--- config.mk ---
export PLATFORM = sky130hd
export DESIGN_NAME = twodom_mul
export DESIGN_NICKNAME = d
export VERILOG_FILES = /design/src/rtl/twodom_pkg.sv /design/src/rtl/twodom_mul.sv
export SDC_FILE = /design/constraint.sdc
export NUM_CORES = 2
export LEC_CHECK = 0
export BUFFER_PORTS_ARGS = -buffer_cell sky130_fd_sc_hd__buf_2
export CAP_MARGIN = 30
export CORE_ASPECT_RATIO = 0.8
export CORE_MARGIN = 4
export CORE_UTILIZATION = 55
export DETAILED_ROUTE_END_ITERATION = 16
export HOLD_SLACK_MARGIN = 0.06
export PLACE_DENSITY = 0.75
export SLEW_MARGIN = 20
export SYNTH_ARGS = -nofsm -noshare
export SYNTH_HDL_FRONTEND = slang
export SYNTH_SLANG_ARGS = --single-unit
--- constraint.sdc ---
create_clock -name clk -period 6.71 [get_ports clk]
set_input_delay 0 -clock clk [delete_from_list [all_inputs] [get_ports clk]]
set_output_delay 0 -clock clk [all_outputs]
set_load 0.05 [all_outputs]
--- src/rtl/twodom_pkg.sv ---
// Shared types, constants and helper functions for the three-wheel odometry block.
// No dependencies; every other file in rtl imports this package.
package twodom_pkg;

    localparam int TRIG_ITERATIONS_DEF = 24;

    // shared multiplier operand and product widths
    localparam int MUL_W  = 33;
    localparam int PROD_W = 2 * MUL_W;

    // divider widths
    localparam int NUM_W = 64;
    localparam int DEN_W = 34;

    // angle work width (Q4.28 with headroom)
    localparam int ANG_W = 34;

    localparam logic signed [ANG_W-1:0] PI_Q28      = 34'sd843314857;
    localparam logic signed [ANG_W-1:0] HALF_PI_Q28 = 34'sd421657428;
    localparam logic signed [ANG_W-1:0] TWO_PI_Q28  = 34'sd1686629713;
    localparam logic signed [ANG_W-1:0] CORDIC_K    = 34'sd652032874;
    localparam logic signed [MUL_W-1:0] ONE_Q30     = 33'sd1073741824;
    localparam logic signed [31:0]      SMALL_THETA = 32'sd4194304;

    // register reset values
    localparam logic [31:0] INCH_PER_TICK_RST = 32'd10294732;
    localparam logic [30:0] LEFT_OFFSET_RST   = 31'd458752;
    localparam logic [30:0] RIGHT_OFFSET_RST  = 31'd458752;
    localparam logic [31:0] SIDE_OFFSET_RST   = 32'd327680;

    typedef logic [1:0] req_t;
    localparam req_t REQ_UPDATE     = 2'd0;
    localparam req_t REQ_FULL_RESET = 2'd1;
    localparam req_t REQ_CLEAR_POSE = 2'd2;
    localparam req_t REQ_CLEAR_BASE = 2'd3;

    // arctangent table, truncated Q2.30
    function automatic logic signed [31:0] atan_q30(input logic [4:0] i);
        logic signed [31:0] v;
        case (i)
            5'd0:  v = 32'sh3243F6A8;
            5'd1:  v = 32'sh1DAC6705;
            5'd2:  v = 32'sh0FADBAFC;
            5'd3:  v = 32'sh07F56EA6;
            5'd4:  v = 32'sh03FEAB76;
            5'd5:  v = 32'sh01FFD55B;
            5'd6:  v = 32'sh00FFFAAA;
            5'd7:  v = 32'sh007FFF55;
            5'd8:  v = 32'sh003FFFEA;
            5'd9:  v = 32'sh001FFFFD;
            5'd10: v = 32'sh000FFFFF;
            5'd11: v = 32'sh0007FFFF;
            5'd12: v = 32'sh0003FFFF;
            5'd13: v = 32'sh0001FFFF;
            5'd14: v = 32'sh0000FFFF;
            5'd15: v = 32'sh00007FFF;
            5'd16: v = 32'sh00003FFF;
            5'd17: v = 32'sh00001FFF;
            5'd18: v = 32'sh00000FFF;
            5'd19: v = 32'sh000007FF;
            5'd20: v = 32'sh000003FF;
            5'd21: v = 32'sh000001FF;
            5'd22: v = 32'sh000000FF;
            5'd23: v = 32'sh0000007F;
            5'd24: v = 32'sh0000003F;
            5'd25: v = 32'sh0000001F;
            5'd26: v = 32'sh0000000F;
            5'd27: v = 32'sh00000008;
            5'd28: v = 32'sh00000004;
            5'd29: v = 32'sh00000002;
            5'd30: v = 32'sh00000001;
            default: v = 32'sh00000000;
        endcase
        return v;
    endfunction

    // saturate a wide signed value to 32 bits
    function automatic logic signed [31:0] sat32(input logic signed [PROD_W-1:0] v);
        logic signed [31:0] r;
        if ((&v[PROD_W-1:31]) || (~|v[PROD_W-1:31])) begin
            r = v[31:0];
        end else if (v[PROD_W-1]) begin
            r = 32'sh80000000;
        end else begin
            r = 32'sh7FFFFFFF;
        end
        return r;
    endfunction

    // one step of reduction toward (-pi, pi]
    function automatic logic signed [ANG_W-1:0] wrap_step(input logic signed [ANG_W-1:0] z);
        logic signed [ANG_W-1:0] r;
        if (z > PI_Q28) begin
            r = z - TWO_PI_Q28;
        end else if (z <= -PI_Q28) begin
            r = z + TWO_PI_Q28;
        end else begin
            r = z;
        end
        return r;
    endfunction

endpackage

--- src/rtl/twodom_mul.sv ---
// Shared signed multiplier with a registered product.
// Depends on twodom_pkg for operand widths.
module twodom_mul (
    input  logic                                 clk,
    input  logic signed [twodom_pkg::MUL_W-1:0]  a,
    input  logic signed [twodom_pkg::MUL_W-1:0]  b,
    output logic signed [twodom_pkg::PROD_W-1:0] p
);
    import twodom_pkg::*;

    logic signed [PROD_W-1:0] p_reg;

    always_ff @(posedge clk)
    begin
        p_reg <= a * b;
    end

    assign p = p_reg;

endmodule

Word-level counts from Yosys, hierarchy flattened
Index checks and enable logic that the tools add are counted.

Multiply operators: 1.

Operators by type and width (number): $mul A33 B33 Y66 (1).

Flip-flop bits (word level): 66. Logic and storage cells: 2.

Depth between registers and ports, before layout
Word-level depth: 1. Gate-level depth with buffers: 27. Depth with buffers taken out: 26.

Worst setup path after synthesis
Ideal clock, no wire load.

Kind: input to register. Start: input port a[32] (netlist bit). End: register p_reg[62] (netlist: p[62]). Arrival time: 7.157 ns. Setup slack: -0.526 ns. Stages: 23. Buffers on the path: 2. Path through: clkbuf_1 nand2_1 inv_1 fa_1 fa_1 fa_1 fa_1 fa_1 fa_1 fa_1 inv_1 fa_1 inv_1 ha_1 clkbuf_1 and3_1 nand3_1 nand2b_1 a2111oi_4 a211oi_4 a21o_2 a21o_1 a211oi_2.

Word-level cells in the longest chain between the ends: 1.

Ends and longest elaborated chain: start: declaration (line twodom_mul.sv:5) `input logic signed [twodom_pkg::MUL_W-1:0] a,`; $mul A33 B33 Y66 (line twodom_mul.sv:15) `p_reg <= a * b;`; end signal: assignment (line twodom_mul.sv:15); end: declaration (line twodom_mul.sv:11) `logic signed [PROD_W-1:0] p_reg;`.

No other way between the ends.

Worst setup path after layout
Start: input port b[12] (netlist bit). End: register p_reg[58] (netlist: p[58]).

Word-level cells in the longest chain between the ends: 1.

Ends and longest elaborated chain: start: declaration (line twodom_mul.sv:6) `input logic signed [twodom_pkg::MUL_W-1:0] b,`; $mul A33 B33 Y66 (line twodom_mul.sv:15).

No other way between the ends.

==> summary.txt <==
Run status
  – Status: complete, but fails checks
  – Failing checks: setup timing

Place
  – DP Cell Count: 5698
  – PortBufs: 132
  – Placer Congestion: 1.01
  – Hpwl dp: 99600 um
  – Setup WS pre-CTS: -0.901 ns

Synthesis
  – Yosys reg bits: 66
  – Post-synth EDFFs: 0
  – Synth cell types: 80
  – Synthesized net count: 5767
  – Yosys warnings: 0
  – Avg Inst Size Synth: 9.39 sq um
  – Synth Instances: 4338
  – Seq/Total Area, Yosys: 0.0324
  – Top_reg_cell synth: dfxtp_1
  – Syn Std Cell Area: 40700 sq um
  – Synth async-reset ratio: 0

Clocking
  – CTS Buffer Depth: 2
  – Root Driver: clkbuf_16
  – CTS hold repair buffers: 0
  – CTS Sinks: 66
  – H-tree levels: 3
  – CTS tree: yes
  – Reg clk slew, reported paths: 0.07 ns
  – Inserted Clock Buffers: 9

Critical path
  – Critical path endpoint category: flip-flop
  – Req. time, crit path: 6.95 ns
  – Crit Path Max Fanout: 8
  – Startpoint types: input port
  – WP data arrival: 6.96 ns
  – Crit Path Class: input port to flip-flop

Timing
  – Final period utilization: 1.00
  – Post-route minimum period: 6.72 ns
  – Setup violators final: 1
  – Slew @ Worst Pin: 0.599 ns
  – Final worst setup slack: -0.0102 ns
  – Rel. slew slack: 0.600
  – Fin. max-slew vios: 0
  – Fmax: 149 MHz
  – Final hold violation count: 0
  – Unrepaired setup endpoints after global routing: yes

Floorplanning
  – Die Ht: 251 um
  – Initial Utilization: 0.560
  – Die area: 78500 sq um
  – IO Count: 133
  – Chip Width: 312 um
  – CORE AREA: 72800 sq um
  – # rows: 88

Route
  – Vias: 30300
  – Pre-antenna DRT Iters: 6
  – Number of remaining DRC errors: 0
  – Drt via density: 5.28
  – Total Wirelength: 113000 um
  – Antenna viol nets, final: 0
  – Average wire per cell in the routed design: 19.7 um
  – DR iter-0 viols: 2684

Layout
  – Max reg flops: 66
  – Layout cells sized above 1: 0.177
  – Fin nets: 6168
  – Final Instance Count excl. Fillers: 5736
  – Layout area overhead: 16.2%
  – Core Util, Final: 0.650

Job
  – Max Cap Viol: 0

GRT
  – Gr ovfl total: 0
  – GRT Overall Usage: 0.299
  – First-pass GRT wire length: 183000 um
  – Largest net degree at the start of global routing: 30
  – Initial antenna violation count: 3
  – Vias in the first global route: 32300

Worst hold path
  – Worst Hold Class: input port to flip-flop
[worst paths after layout]
| check | to | from | slack [ns] | cells past startpoint |
|---|---|---|---|---|
| setup / recovery | p[58] | b[12] | -0.01 | 26 |
| hold / removal | p[0] | b[0] | 0.18 | 3 |
[routing by layer]
metal  GRT usage  wire length, um  up-vias
li1            -                -    13100
met1       0.458            48900    15400
met2       0.396            45200     1615
met3       0.137            17300      105
met4      0.0459             1660        4
met5           0              101        -
[critical path: stages]
cell and delay, ns:
buf_2 0.17, buf_4 0.18, and2_1 0.15, fa_1 0.55, inv_1 0.05, fa_1 0.36, inv_1 0.10, fa_1 0.44
inv_2 0.12, fa_1 0.45, fa_1 0.52, inv_1 0.06, fa_1 0.49, fa_1 0.51, inv_1 0.06, fa_1 0.48
inv_1 0.05, ha_1 0.31, a211o_1 0.29, a21o_1 0.19, a311o_1 0.30, a31o_1 0.23, a211oi_4 0.35, a21oi_2 0.14
nor4b_2 0.34, a311oi_2 0.08
[what timing repair did]
action,4_1_cts,5_1_grt
buffers inserted,1,18
cloned,0,2
gates resized for setup,68,282
setup endpoints to repair,25,34
pin swaps,33,120
[cells by family (layout without fill, tap and decap cells)]
family,Yosys count,in the layout,share of synthesized area
AO/OA/AOI/OAI,219,219,0.0407
XOR/XNOR,68,68,0.0146
adder cells (fa/ha/maj),1362,1362,0.629
buffers and inverters,1352,1758,0.125
flip-flops,66,66,0.0324
other,0,2,0
AND/OR/NAND/NOR,1271,1271,0.158
[synthesized netlist by cell type, types with 3 or more instances]
cell | instances | area (sq um)
ha_1 | 217 | 2720
clkbuf_1 | 208 | 781
fa_1 | 1145 | 22900
nor2_1 | 68 | 255
nand4_1 | 11 | 68.8
xor2_1 | 25 | 219
a211o_1 | 6 | 52.6
nand2_1 | 551 | 2070
a21o_1 | 36 | 270
o21a_1 | 6 | 45.0
and4_1 | 5 | 43.8
o211ai_1 | 4 | 30.0
a211oi_2 | 3 | 37.5
or2_2 | 3 | 18.8
buf_2 | 11 | 55.1
and2_1 | 562 | 3520
nand2b_1 | 12 | 75.1
o21ai_0 | 25 | 125
or3_1 | 3 | 18.8
nor3_1 | 7 | 35.0
o21ai_1 | 6 | 30.0
a31oi_1 | 8 | 50.1
o21bai_1 | 11 | 82.6
xnor2_1 | 43 | 377
a21oi_1 | 57 | 285
nor2b_1 | 5 | 31.3
inv_1 | 1131 | 4250
o31ai_4 | 3 | 63.8
a21oi_2 | 3 | 26.3
and3_1 | 5 | 31.3
nand3_1 | 25 | 125
a211oi_1 | 7 | 52.6
dfxtp_1 | 66 | 1320
[metrics by stage]
step	instance area [sq um]	hold WS, ns	TNS, ns
6_report	47300	0.178	-0.0102
5_1_grt	47300	0.185	-1.13
4_1_cts	46200	0.212	-0.0215
3_5_place_dp	45600	0.469	-15.39
3_3_place_gp	45600	0.469	-12.61
2_1_floorplan	40800	0.127	0
[cell type report]
class                           instances  area, sq um
Clock inverter                          7          118
Timing Repair Buffer                  611         5120
Inverter                             1131         4250
Multi-Input combinational cell       2920        35100
Sequential cell                        66         1320
Clock buffer                            9          225
Fill cell                            5582        25400
Tap cell                              990         1240
Antenna cell                            2         5.00
[placed cells by master (no fill, tap or decap), drive strengths merged, types with 3 or more instances in the layout]
master | netlist | routed
a211o | 6 | 6
a211oi | 11 | 11
a21boi | 3 | 3
a21o | 38 | 38
a21oi | 61 | 61
a221oi | 3 | 3
a31oi | 9 | 9
and2 | 563 | 563
and3 | 6 | 6
and4 | 5 | 5
buf | 13 | 601
bufinv | 0 | 3
clkbuf | 208 | 19
clkinv | 0 | 4
dfxtp | 66 | 66
fa | 1145 | 1145
ha | 217 | 217
inv | 1131 | 1129
nand2 | 551 | 551
nand2b | 12 | 12
nand3 | 26 | 26
nand4 | 12 | 12
nor2 | 68 | 68
nor2b | 5 | 5
nor3 | 7 | 7
nor4 | 3 | 3
o211ai | 5 | 5
o21a | 6 | 6
o21ai | 33 | 33
o21bai | 11 | 11
o31ai | 7 | 7
or2 | 3 | 3
or3 | 3 | 3
xnor2 | 43 | 43
xor2 | 25 | 25
Power is left out: the tool's default activity adds up to more than one toggle a clock period on the data nets, which glitch-free logic cannot reach.
