`src/rtl/twodom_pkg.sv`:
```
// Shared types, constants and helper functions for the three-wheel odometry block.
// No dependencies; every other file in rtl imports this package.
package twodom_pkg;

    localparam int TRIG_ITERATIONS_DEF = 24;

    // shared multiplier operand and product widths
    localparam int MUL_W  = 33;
    localparam int PROD_W = 2 * MUL_W;

    // divider widths
    localparam int NUM_W = 64;
    localparam int DEN_W = 34;

    // angle work width (Q4.28 with headroom)
    localparam int ANG_W = 34;

    localparam logic signed [ANG_W-1:0] PI_Q28      = 34'sd843314857;
    localparam logic signed [ANG_W-1:0] HALF_PI_Q28 = 34'sd421657428;
    localparam logic signed [ANG_W-1:0] TWO_PI_Q28  = 34'sd1686629713;
    localparam logic signed [ANG_W-1:0] CORDIC_K    = 34'sd652032874;
    localparam logic signed [MUL_W-1:0] ONE_Q30     = 33'sd1073741824;
    localparam logic signed [31:0]      SMALL_THETA = 32'sd4194304;

    // register reset values
    localparam logic [31:0] INCH_PER_TICK_RST = 32'd10294732;
    localparam logic [30:0] LEFT_OFFSET_RST   = 31'd458752;
    localparam logic [30:0] RIGHT_OFFSET_RST  = 31'd458752;
    localparam logic [31:0] SIDE_OFFSET_RST   = 32'd327680;

    typedef logic [1:0] req_t;
    localparam req_t REQ_UPDATE     = 2'd0;
    localparam req_t REQ_FULL_RESET = 2'd1;
    localparam req_t REQ_CLEAR_POSE = 2'd2;
    localparam req_t REQ_CLEAR_BASE = 2'd3;

    // arctangent table, truncated Q2.30
    function automatic logic signed [31:0] atan_q30(input logic [4:0] i);
        logic signed [31:0] v;
        case (i)
            5'd0:  v = 32'sh3243F6A8;
            5'd1:  v = 32'sh1DAC6705;
            5'd2:  v = 32'sh0FADBAFC;
            5'd3:  v = 32'sh07F56EA6;
            5'd4:  v = 32'sh03FEAB76;
            5'd5:  v = 32'sh01FFD55B;
            5'd6:  v = 32'sh00FFFAAA;
            5'd7:  v = 32'sh007FFF55;
            5'd8:  v = 32'sh003FFFEA;
            5'd9:  v = 32'sh001FFFFD;
            5'd10: v = 32'sh000FFFFF;
            5'd11: v = 32'sh0007FFFF;
            5'd12: v = 32'sh0003FFFF;
            5'd13: v = 32'sh0001FFFF;
            5'd14: v = 32'sh0000FFFF;
            5'd15: v = 32'sh00007FFF;
            5'd16: v = 32'sh00003FFF;
            5'd17: v = 32'sh00001FFF;
            5'd18: v = 32'sh00000FFF;
            5'd19: v = 32'sh000007FF;
            5'd20: v = 32'sh000003FF;
            5'd21: v = 32'sh000001FF;
            5'd22: v = 32'sh000000FF;
            5'd23: v = 32'sh0000007F;
            5'd24: v = 32'sh0000003F;
            5'd25: v = 32'sh0000001F;
            5'd26: v = 32'sh0000000F;
            5'd27: v = 32'sh00000008;
            5'd28: v = 32'sh00000004;
            5'd29: v = 32'sh00000002;
            5'd30: v = 32'sh00000001;
            default: v = 32'sh00000000;
        endcase
        return v;
    endfunction

    // saturate a wide signed value to 32 bits
    function automatic logic signed [31:0] sat32(input logic signed [PROD_W-1:0] v);
        logic signed [31:0] r;
        if ((&v[PROD_W-1:31]) || (~|v[PROD_W-1:31])) begin
            r = v[31:0];
        end else if (v[PROD_W-1]) begin
            r = 32'sh80000000;
        end else begin
            r = 32'sh7FFFFFFF;
        end
        return r;
    endfunction

    // one step of reduction toward (-pi, pi]
    function automatic logic signed [ANG_W-1:0] wrap_step(input logic signed [ANG_W-1:0] z);
        logic signed [ANG_W-1:0] r;
        if (z > PI_Q28) begin
            r = z - TWO_PI_Q28;
        end else if (z <= -PI_Q28) begin
            r = z + TWO_PI_Q28;
        end else begin
            r = z;
        end
        return r;
    endfunction

endpackage

```
`src/rtl/twodom_div.sv`:
```
// Radix-2 restoring divider, signed, quotient truncated toward zero.
// Depends on twodom_pkg for widths. One quotient bit per cycle.
module twodom_div (
    input  logic                                clk,
    input  logic                                rst_n,
    input  logic                                start,
    input  logic signed [twodom_pkg::NUM_W-1:0] num,
    input  logic signed [twodom_pkg::DEN_W-1:0] den,
    output logic                                busy,
    output logic                                done,
    output logic signed [twodom_pkg::NUM_W-1:0] quot
);
    import twodom_pkg::*;

    localparam int CNT_W = $clog2(NUM_W);

    logic               busy_reg;
    logic               done_reg;
    logic               neg_reg;
    logic [CNT_W-1:0]   cnt_reg;
    logic [DEN_W-1:0]   den_reg;
    logic [DEN_W-1:0]   rem_reg;
    logic [NUM_W-1:0]   quo_reg;

    logic [DEN_W:0]     trial;
    logic               fits;
    logic [DEN_W:0]     trial_sub;

    assign trial     = {rem_reg, quo_reg[NUM_W-1]};
    assign fits      = trial >= {1'b0, den_reg};
    assign trial_sub = trial - {1'b0, den_reg};

    always_ff @(posedge clk or negedge rst_n)
    begin
        if (!rst_n) begin
            busy_reg <= 1'b0;
            done_reg <= 1'b0;
            cnt_reg  <= '0;
        end else begin
            done_reg <= 1'b0;
            if (start) begin
                busy_reg <= 1'b1;
                cnt_reg  <= CNT_W'(NUM_W - 1);
            end else if (busy_reg) begin
                cnt_reg <= cnt_reg - 1'b1;
                if (cnt_reg == '0) begin
                    busy_reg <= 1'b0;
                    done_reg <= 1'b1;
                end
            end
        end
    end

    always_ff @(posedge clk)
    begin
        if (start) begin
            neg_reg <= num[NUM_W-1] ^ den[DEN_W-1];
            quo_reg <= num[NUM_W-1] ? NUM_W'(-num) : NUM_W'(num);
            den_reg <= den[DEN_W-1] ? DEN_W'(-den) : DEN_W'(den);
            rem_reg <= '0;
        end else if (busy_reg) begin
            rem_reg <= fits ? trial_sub[DEN_W-1:0] : trial[DEN_W-1:0];
            quo_reg <= {quo_reg[NUM_W-2:0], fits};
        end
    end

    assign busy = busy_reg;
    assign done = done_reg;
    assign quot = neg_reg ? -$signed(quo_reg) : $signed(quo_reg);

endmodule

```
`config.mk`:
```
export PLATFORM = sky130hd
export DESIGN_NAME = twodom_div
export DESIGN_NICKNAME = d
export VERILOG_FILES = /design/src/rtl/twodom_pkg.sv /design/src/rtl/twodom_div.sv
export SDC_FILE = /design/constraint.sdc
export NUM_CORES = 1
export LEC_CHECK = 0
export ABC_CLOCK_PERIOD_IN_PS = 7100
export BUFFER_PORTS_ARGS = -buffer_cell sky130_fd_sc_hd__buf_2
export CORE_ASPECT_RATIO = 1.25
export CORE_MARGIN = 3
export CORE_UTILIZATION = 55
export CTS_BUF_LIST = sky130_fd_sc_hd__clkbuf_8 sky130_fd_sc_hd__clkbuf_16
export CTS_CLUSTER_DIAMETER = 60
export DETAILED_ROUTE_END_ITERATION = 12
export GPL_ROUTABILITY_DRIVEN = 0
export PLACE_DENSITY = 0.76
export SETUP_SLACK_MARGIN = 0.3
export SLEW_MARGIN = 10
export SYNTH_ARGS = -nofsm -noshare
export SYNTH_HDL_FRONTEND = slang
export SYNTH_SLANG_ARGS = --single-unit
```
`constraint.sdc`:
```
create_clock -name clk -period 7.1 [get_ports clk]
set_input_delay 1.065 -clock clk [delete_from_list [all_inputs] [get_ports clk]]
set_output_delay 1.065 -clock clk [all_outputs]
set_load 0.02 [all_outputs]
```
# ---- Word-level counts from Yosys, hierarchy flattened
# Cells that the tools add are included.
dict set report op_classes {
  add_sub_neg 5
  mux 14
  div 0
  shift 0
  bitwise 1
  n_reduce_logical 2
  magnitude_cmp 1
  eq_ne 0
  multipliers 0
}
# op count
set ops {}
lappend ops {{$mux W64} 4}
lappend ops {{$neg A64 Y64} 2}
lappend ops {{$ge A35 B34 Y1} 1}
lappend ops {{$mux W34} 1}
lappend ops {{$neg A34 Y34} 1}
lappend ops {{$sub A34 B34 Y34} 1}
lappend ops {{$mux W33} 1}
lappend ops {{$mux W6} 2}
lappend ops {{$logic_not A6 Y1} 1}
lappend ops {{$mux W1} 6}
lappend ops {{$sub A6 B1 Y6 const B} 1}
lappend ops {{$reduce_bool A2 Y1} 1}
lappend ops {{$xor A1 B1 Y1} 1}
dict set report totals {
  mem_bits_rw 0
  latch_bits 0
  word_cells 31
  in_bits 101
  out_inout_bits 66
  regBits 141
  memories 0
  mem_bits_ro 0
}

# ---- Depth between registers and ports, before layout
# Gate-level depths: netlist of the first run.
dict set report logic_depth {
  word_depth 4
  ltp_mapped 13
  ltp_nobuf 12
}

# ---- Worst setup path after synthesis of the first run
# No wires, ideal clock.
dict set report synth_timing {
  kind {in2reg}
  startpoint {input port den[5] (netlist bit)}
  endpoint {register den_reg[31] (data pin)}
  stages 8
  setup_ps 263
  n_path_buf 0
  arrival_time_ps 4284
  path_slack_ps 2553
  t_required_ps 6837
  cell_sequence {or4_4 or4_1 or4_4 or4_4 or4_4 or4_4 o41ai_2 xnor2_1}
}
dict set report synth_via {
  elab_chain_len 2
}
# item line_no
set synth_lines {}
lappend synth_lines {{start: declaration} twodom_div.sv:8} ;# input logic signed [twodom_pkg::DEN_W-1:0] den,
lappend synth_lines {{$neg A34 Y34} twodom_div.sv:59} ;# den_reg <= den[DEN_W-1] ? DEN_W'(-den) : DEN_W'(den);
lappend synth_lines {{$mux W33} twodom_div.sv:59}
lappend synth_lines {{end signal: assignment} twodom_div.sv:59}
lappend synth_lines {{end: declaration} twodom_div.sv:21} ;# logic [DEN_W-1:0] den_reg;
# Every way passes these cells.
# A chain may end at the register's enable or synchronous reset.

# ---- Worst setup path in the final report of the first run
dict set report layout_timing {
  startpoint {register quo_reg[15]}
  endpoint {output port quot[61] (netlist bit)}
}
dict set report layout_via {
  elab_chain_len 2
}
# item line_no
set layout_lines {}
lappend layout_lines {{start: declaration} twodom_div.sv:23} ;# logic [NUM_W-1:0] quo_reg;
lappend layout_lines {{start signal: assignment} twodom_div.sv:58} ;# quo_reg <= num[NUM_W-1] ? NUM_W'(-num) : NUM_W'(num);
lappend layout_lines {{start signal: assignment} twodom_div.sv:63} ;# quo_reg <= {quo_reg[NUM_W-2:0], fits};
lappend layout_lines {{$neg A64 Y64} twodom_div.sv:69} ;# assign quot = neg_reg ? -$signed(quo_reg) : $signed(quo_reg);
lappend layout_lines {{$mux W64} twodom_div.sv:69}
lappend layout_lines {{end: declaration} twodom_div.sv:11} ;# output logic signed [twodom_pkg::NUM_W-1:0] quot
# Every way passes these cells.

==> metrics.json, run 1 <==
{
  "post_cts_resized": {"value": 0},
  "hold_buffers": {"value": 0},
  "share_of_the_synthesized_area_in_the_top_cell_type": {"value": 0.2713},
  "synthesis.instances": {"value": 1272},
  "period_needed": {"value": 4.922, "unit": "ns"},
  "clkPwrFrac": {"value": 0.249},
  "hpwl_dp": {"value": 19770, "unit": "um"},
  "cts-root-buf": {"value": "clkbuf_16"},
  "vdd_ir_drop_max": {"value": 242.8, "unit": "uV"},
  "grt_first_pass_wirelength": {"value": 44120, "unit": "um"},
  "numPortBuffers": {"value": 166},
  "power.share.sequential": {"value": 0.323},
  "power_leakage": {"value": 4.885, "unit": "nW"},
  "final_min_period_over_clock_period": {"value": 0.6933},
  "cts_tree": {"value": "done"},
  "final.fill_count": {"value": 1669},
  "global_route_usage_sum": {"value": 0.2452},
  "placed_cell_count": {"value": 1640},
  "post_synth.cell_area_avg": {"value": 8.616, "unit": "um^2"},
  "pin_count": {"value": 167},
  "pwr-share-comb": {"value": 0.428},
  "grt_pass1_vias": {"value": 9192},
  "grt_overflow": {"value": 0},
  "slew-limit-headroom": {"value": 0.4147},
  "setup_viol_count_final": {"value": 0},
  "cts_max_path_buffers": {"value": 2},
  "holdCritPathClass": {"value": "in -> async"},
  "largest_reg_flops": {"value": 64},
  "cts_setup_buffers": {"value": 0},
  "grt_max_degree": {"value": 124},
  "finalMaxSlewViolations": {"value": 0},
  "antenna_found_initial": {"value": 0},
  "fp.coreArea": {"value": 0.01947, "unit": "mm^2"},
  "synth.yosys.seq_area_share": {"value": 0.3516},
  "synth.ff_latch_count": {"value": 141},
  "crit_path_end_kind": {"value": "output port"},
  "unrepaired_setup_endpoints_after_global_routing": {"value": "no"},
  "synth_flop_cell": {"value": "edfxtp_1"},
  "post_synth_num_cell_types": {"value": 68},
  "worst_r2r_startpoint": {"value": "den_reg[8]"},
  "fin_worst_skew": {"value": 0.008808, "unit": "ns"},
  "drive_gt1_frac": {"value": 0.1613},
  "status": {"value": "finished, final reports clean"},
  "initial_utilization": {"value": 0.5629},
  "final_core_density": {"value": 0.6431},
  "routed_via_density": {"value": 5.956},
  "yosys_warnings": {"value": 0},
  "drc": {"value": 0},
  "netlist_top_cells_area": {"value": "edfxtp_1 (27%), xnor2_1 (8.6%), dfxtp_1 (6.2%)"},
  "htree_num_levels": {"value": 4},
  "cts.sinks": {"value": 141},
  "tritoncts_buffers": {"value": 17},
  "worst_setup_hold_path_clk_slew": {"value": 0.06, "unit": "ns"},
  "antenna_cells": {"value": 0},
  "achievable-frequency": {"value": 0.2032, "unit": "GHz"},
  "synth.cell_area": {"value": 0.01096, "unit": "mm^2"},
  "detailed_route_via_count": {"value": 9958},
  "detailedRoute.firstPassIterationCount": {"value": 5},
  "final_cells": {"value": 1672},
  "switching_share": {"value": 0.3966},
  "p_per_area": {"value": 292.4, "unit": "mW/mm^2"},
  "number_of_max_cap_violations": {"value": 0},
  "final_cell_area": {"value": 0.01252, "unit": "mm^2"},
  "synth-edff-count": {"value": 99},
  "r2r_setup_slack": {"value": 3.36, "unit": "ns"},
  "fp.dieW": {"value": 132.3, "unit": "um"},
  "design.final.nets": {"value": 1535},
  "crit_type": {"value": "reg -> out"},
  "routed_wire_length_per_instance": {"value": 16.34, "unit": "um"},
  "syn-num-nets": {"value": 1413},
  "timing_hold_violations_final": {"value": 0},
  "number_of_placement_rows": {"value": 57},
  "synth.largest_area_cell": {"value": "edfxtp_1"},
  "cp_data_required_time": {"value": 6.03, "unit": "ns"},
  "clock_insertion_delay_worst_skew": {"value": 0.43, "unit": "ns"},
  "switching_power": {"value": 1.452, "unit": "mW"},
  "placement.cell_area": {"value": 0.01192, "unit": "mm^2"},
  "critPathLaunchType": {"value": "register"},
  "worstMarginPinSlew": {"value": 0.8780, "unit": "ns"},
  "cp_arrival": {"value": 3.86, "unit": "ns"},
  "worst_r2r_endpoint": {"value": "rem_reg[33]"},
  "initialDrtViolationCount": {"value": 891},
  "areaGrowthSynthToFinish": {"value": 14.25, "unit": "%"},
  "post_synth_arst_share": {"value": 0.05674},
  "post_layout_power": {"value": 3.661, "unit": "mW"},
  "crit_fanout": {"value": 7},
  "die_height": {"value": 163.8, "unit": "um"},
  "drt-total-wl": {"value": 27330, "unit": "um"},
  "totalNegativeSetupSlack": {"value": 0, "unit": "ns"},
  "ff2ff_path_depth": {"value": 10},
  "internal_power": {"value": 2.209, "unit": "mW"},
  "number_of_nets_still_failing_antenna_checks_after_routing": {"value": 0},
  "die_area": {"value": 0.02167, "unit": "mm^2"}
}
-- synthesized netlist by cell type (5+ instances only) --
library cell / instances
and3_1: 8
a311oi_1: 26
a211oi_1: 5
nand4_1: 7
nor3_1: 23
ha_1: 39
nor2_1: 112
or2_2: 7
inv_1: 56
o41ai_1: 21
buf_1: 5
nand2b_1: 23
a21oi_1: 89
nand2_1: 118
edfxtp_1: 99
nor2b_1: 13
a21o_1: 16
clkbuf_1: 66
o21bai_1: 5
or4_4: 5
a31oi_1: 7
o21ai_0: 77
dfxtp_1: 34
dfrtp_1: 8
and2_1: 11
xor2_1: 76
nor4_1: 10
or4_1: 27
xnor2_1: 107
o31ai_1: 50
nand3_1: 21
or3_1: 24
-- stage by stage --
step | hold WS, ns | setup slack, ns
after floorplan | 0.4632 | 2.553
after global placement | 0.4794 | 2.328
after detailed placement | 0.4887 | 2.267
after CTS | 0.4615 | 2.177
after global routing | 0.4653 | 1.977
final | 0.4732 | 2.178
-- layout make-up --
class                   instances  area (um^2)  share of cell area
clock inverters                15        172.7             0.01379
multi-input cells            1003         6621              0.5288
clock buffers                  17        425.4             0.03398
inverters                      56        210.2             0.01679
well taps                     265        331.6             0.02648
repair buffers                175        904.6             0.07225
flip-flops and latches        141         3855              0.3079
-- worst max-delay path: stages (launching register included) --
cell and delay, ns:
edfxtp_1 0.43, or4_1 0.60, or4_1 0.52, or4_1 0.71
nor2b_1 0.20, and2_1 0.17, nand2_1 0.13, o31ai_1 0.27
xnor2_1 0.18, buf_2 0.20
-- cells in the final DEF, fill, tap and decap left out, drive strengths merged, types with 5 or more instances in the layout --
cell type	instances
buf	175
nand2	118
nor2	112
xnor2	107
edfxtp	99
a21oi	89
o21ai	77
xor2	76
inv	60
o31ai	50
ha	39
dfxtp	34
or4	32
a311oi	26
or3	24
nor3	23
nand2b	23
o41ai	22
nand3	21
clkbuf	17
a21o	16
nor2b	13
and2	11
nor4	10
and3	8
dfrtp	8
or2	7
nand4	7
a31oi	7
clkinvlp	6
o21bai	5
a211oi	5
-- power by group through the flow --
stage	clock (mW)	sequential [mW]	combinational (mW)
2_1_floorplan	0	1.15	1.16
3_3_place_gp	0	1.19	1.52
3_5_place_dp	0	1.19	1.54
4_1_cts	0.919	1.18	1.55
5_1_grt	0.951	1.20	1.72
6_report	0.910	1.18	1.57
-- how the worst max path moves through the flow --
stage,from,to,slack [ns],cells after the start
6_report,quo_reg[15],quot[61],2.18,9
5_1_grt,quo_reg[14],quot[59],1.98,9
4_1_cts,quo_reg[15],quot[61],2.18,9
3_5_place_dp,den[3],den_reg[31],2.27,9
3_3_place_gp,den[5],den_reg[31],2.33,9
2_1_floorplan,den[5],den_reg[31],2.55,8
-- cells by family (layout without fill, tap and decap cells) --
family | count (synthesis) | after routing | share of synthesized area
DFF | 141 | 141 | 0.3516
buffers and inverters | 128 | 263 | 0.04418
xor gates and xnor gates | 183 | 183 | 0.1462
muxes | 5 | 5 | 0.004909
and+or+nand+nor | 431 | 431 | 0.1985
AOI/OAI and AO/OA | 344 | 344 | 0.2081
adders and majority gates | 40 | 40 | 0.04635
-- metal layers --
layer  vias up  part of all wire  track usage
li1       4910                 -            -
met1      4702              0.42       0.3088
met2       308              0.50       0.4393
met3        38             0.059      0.03523
met4         0             0.017      0.07325
met5         -                 0            0
No activity file was read; power rests on OpenSTA's default activity.
==> run 2: changes to the inputs <==
Settings changed: ABC_AREA from default to 1, ABC_CLOCK_PERIOD_IN_PS 7100 to 4300, PLACE_DENSITY 0.76 to 0.77.
Clock period 7.1 ns to 4.3 ns, I/O delays scaled along.
==> run 2 against run 1 <==
  * Setup slack got worse by 1.6 ns
  * Routed wire length rose by 57%
  * Flip-flop and latch count did not move
==> metrics.json, run 2 <==
{
  "share_of_the_synthesized_area_in_the_top_cell_type": {"value": 0.2195, "change": "-0.05175"},
  "r2r_setup_slack": {"value": 1.75, "unit": "ns", "change": "-1.61 ns"},
  "grt_overflow": {"value": 0, "change": "unchanged"},
  "drc": {"value": 0, "change": "unchanged"},
  "post_synth_num_cell_types": {"value": 52, "change": "-24%"},
  "htree_num_levels": {"value": 4, "change": "unchanged"},
  "design.final.nets": {"value": 2420, "change": "+58%"},
  "synth.ff_latch_count": {"value": 141, "change": "unchanged"},
  "drive_gt1_frac": {"value": 0.1200, "change": "-0.04135"},
  "post_cts_resized": {"value": 0, "change": "unchanged"},
  "detailedPlace.worstSlack": {"value": 1.201, "unit": "ns", "change": "-1.066 ns"},
  "fp.coreArea": {"value": 0.02396, "unit": "mm^2", "change": "+23%"},
  "cp_data_required_time": {"value": 3.65, "unit": "ns", "change": "-2.38 ns"},
  "worst_r2r_endpoint": {"value": "rem_reg[8]"},
  "initial_utilization": {"value": 0.5652, "change": "+0.002281"},
  "detailed_route_via_count": {"value": 14480, "change": "+45%"},
  "numPortBuffers": {"value": 166, "change": "unchanged"},
  "final_core_density": {"value": 0.6351, "change": "-0.008005"},
  "post_synth.cell_area_avg": {"value": 6.346, "unit": "um^2", "change": "-26%"},
  "synth.largest_area_cell": {"value": "edfxtp_1"},
  "die_area": {"value": 0.02655, "unit": "mm^2", "change": "+23%"},
  "grt_max_degree": {"value": 62, "change": "-50%"},
  "timing_hold_violations_final": {"value": 0, "change": "unchanged"},
  "initialDrtViolationCount": {"value": 1354, "change": "+52%"},
  "worstMarginPinSlew": {"value": 0.8901, "unit": "ns", "change": "+0.01215 ns"},
  "finalMaxSlewViolations": {"value": 0, "change": "unchanged"},
  "synth-simple-area-share": {"value": 0.3953, "change": "+0.1968"},
  "status": {"value": "finished, final reports clean"},
  "crit_path_end_kind": {"value": "output port"},
  "synth.yosys.seq_area_share": {"value": 0.2846, "change": "-0.06709"},
  "number_of_nets_still_failing_antenna_checks_after_routing": {"value": 0, "change": "unchanged"},
  "commonest_cells_after_routing_fill_and_taps_aside": {"value": "nand2_1 (617), inv_1 (315), nor2_1 (255), nand3_1 (192), buf_2 (165)"},
  "cts_setup_buffers": {"value": 0, "change": "unchanged"},
  "final_min_period_over_clock_period": {"value": 0.8606},
  "number_of_placement_rows": {"value": 63, "change": "+11%"},
  "worst-path-buf-inv": {"value": 2, "change": "+1"},
  "clock_insertion_delay_worst_skew": {"value": 0.45, "unit": "ns", "change": "+0.02 ns"},
  "crit_family": {"value": "simple AND/OR/NAND/NOR gates"},
  "hold_buffers": {"value": 0, "change": "unchanged"},
  "global_route_usage_sum": {"value": 0.3146, "change": "+0.06942"},
  "ff2ff_path_depth": {"value": 11, "change": "+1"},
  "fin_worst_skew": {"value": 0.01065, "unit": "ns", "change": "+0.001839 ns"},
  "grt_first_pass_wirelength": {"value": 66760, "unit": "um", "change": "+51%"},
  "number_of_max_cap_violations": {"value": 0, "change": "unchanged"},
  "achievable-frequency": {"value": 0.2702, "unit": "GHz"},
  "crit_chain": {"value": "inv_1 -> ha_1 -> nand2_1 -> nor2_2 -> nand2_2 -> nor2_1 -> nand3_1 -> nor2_1 -> a21oi_1 -> xor2_1 -> buf_2"},
  "areaGrowthSynthToFinish": {"value": 12.37, "unit": "%"},
  "cts-root-buf": {"value": "clkbuf_16"},
  "routed_via_density": {"value": 5.531, "change": "-7.1%"},
  "tritoncts_buffers": {"value": 17, "change": "unchanged"},
  "slowest_stage": {"value": "edfxtp_1"},
  "pin_count": {"value": 167, "change": "unchanged"},
  "cts_tree": {"value": "done"},
  "power_leakage": {"value": 7.379, "unit": "nW", "change": "+51%"},
  "netlist_top_cells_area": {"value": "edfxtp_1 (22%), nand2_1 (17%), inv_1 (8.6%)"},
  "routed_wire_length_per_instance": {"value": 16.43, "unit": "um", "change": "+0.53%"},
  "cts_max_path_buffers": {"value": 2, "change": "unchanged"},
  "worst_r2r_startpoint": {"value": "den_reg[29]"},
  "crit_type": {"value": "reg -> out"},
  "grt_pass1_vias": {"value": 13680, "change": "+49%"},
  "vdd_ir_drop_max": {"value": 306.0, "unit": "uV", "change": "+26%"},
  "slew-limit-headroom": {"value": 0.4060, "change": "-0.008740"},
  "yosys-top-cells-count": {"value": "nand2_1 (617), inv_1 (312), nor2_1 (256)"},
  "cp_arrival": {"value": 3.06, "unit": "ns", "change": "-0.80 ns"},
  "synth.most_common_cell": {"value": "nand2_1"},
  "unrepaired_setup_endpoints_after_global_routing": {"value": "no"},
  "largest_reg_flops": {"value": 64, "change": "unchanged"},
  "totalNegativeSetupSlack": {"value": 0, "unit": "ns", "change": "unchanged"},
  "period_needed": {"value": 3.701, "unit": "ns"},
  "yosys-mux-area-fraction": {"value": 0, "change": "-0.004909"},
  "synth_flop_cell": {"value": "edfxtp_1"},
  "holdCritPathClass": {"value": "in -> async"},
  "setup_viol_count_final": {"value": 0, "change": "unchanged"},
  "yosys.area_share.xor_xnor": {"value": 0.09119, "change": "-0.05506"},
  "drt-total-wl": {"value": 43000, "unit": "um", "change": "+57%"},
  "critPathLaunchType": {"value": "register"},
  "synth-edff-count": {"value": 99, "change": "unchanged"},
  "cts.sinks": {"value": 141, "change": "unchanged"},
  "die_height": {"value": 181.4, "unit": "um", "change": "+11%"},
  "syn-num-nets": {"value": 2275, "change": "+61%"},
  "synth-compound-area-share": {"value": 0.08222, "change": "-0.1259"},
  "hpwl_dp": {"value": 34110, "unit": "um", "change": "+73%"},
  "synth_top_family_by_area": {"value": "simple AND/OR/NAND/NOR gates"},
  "crit_path_most_repeated_cell": {"value": "nor2_1"},
  "setup_ws": {"value": 0.5993, "unit": "ns", "change": "-1.579 ns"},
  "p_per_area": {"value": 416.7, "unit": "mW/mm^2", "change": "+43%"},
  "worst_setup_hold_path_clk_slew": {"value": 0.06, "unit": "ns", "change": "about the same"},
  "antenna_found_initial": {"value": 0, "change": "unchanged"},
  "synthesis.instances": {"value": 2134, "change": "+68%"},
  "detailedRoute.firstPassIterationCount": {"value": 6, "change": "+1"},
  "synth.cell_area": {"value": 0.01354, "unit": "mm^2", "change": "+24%"},
  "critPathMaxStageDelay": {"value": 0.42, "unit": "ns", "change": "-0.29 ns"},
  "fp.dieW": {"value": 146.4, "unit": "um", "change": "+11%"},
  "crit_fanout": {"value": 7, "change": "unchanged"},
  "layout.cells.most_common": {"value": "nand2_1"},
  "post_synth_fa_ha_maj_area_fraction": {"value": 0.03751, "change": "-0.008843"},
  "post_synth_arst_share": {"value": 0.05674, "change": "unchanged"},
  "antenna_cells": {"value": 0, "change": "unchanged"},
  "yosys_warnings": {"value": 0, "change": "unchanged"}
}
[run 2: worst max path at each step]
stage,to,start,depth (start not counted)
floorplan,quo_reg[0],start,3
global placement,quot[38],quo_reg[1],11
detailed placement,quot[30],quo_reg[1],11
CTS,quot[30],quo_reg[1],11
global route,quot[30],quo_reg[1],11
finish,quot[30],quo_reg[1],11
[run 2: layout make-up]
| cell class | count | area (um^2) |
|---|---|---|
| Clock buffer | 17 | 425.4 |
| Clock inverter | 15 | 161.4 |
| Fill cell | 2327 | 8745 |
| Inverter | 329 | 1235 |
| Multi-Input combinational cell | 1612 | 8213 |
| Sequential cell | 141 | 3854 |
| Tap cell | 325 | 406.6 |
| Timing Repair Buffer | 178 | 923.4 |
[run 2: where the power goes]
part / internal (mW) / switching [mW]
combinational: 1.01 / 1.97
sequential: 1.70 / 0.161
clock: 0.899 / 0.602
[run 2: logic make-up after synthesis]
| family | after synthesis |
|---|---|
| AO/OA/AOI/OAI | 202 |
| XOR/XNOR | 141 |
| adder cells (fa/ha/maj) | 40 |
| buffers and inverters | 381 |
| flip-flops | 141 |
| AND/OR/NAND/NOR | 1229 |
[run 2: stage by stage]
stage               total power [mW]  area (um^2)  std cells  hold WS, ns
CTS                            6.310        15220       2617      0.02908
global placement               4.747        14630       2585       0.4536
detailed placement             4.809        14630       2585       0.4611
floorplan                      4.068        13540       2134       0.3494
finish                         6.341        15220       2617      0.03567
global route                   6.750        15220       2617      0.05407
[run 2: metal layers]
metal | wire (um) | global-route usage
met5 | 0 | 0
met1 | 15600 | 0.3415
met3 | 2703 | 0.03919
met2 | 21110 | 0.5606
met4 | 3577 | 0.2304
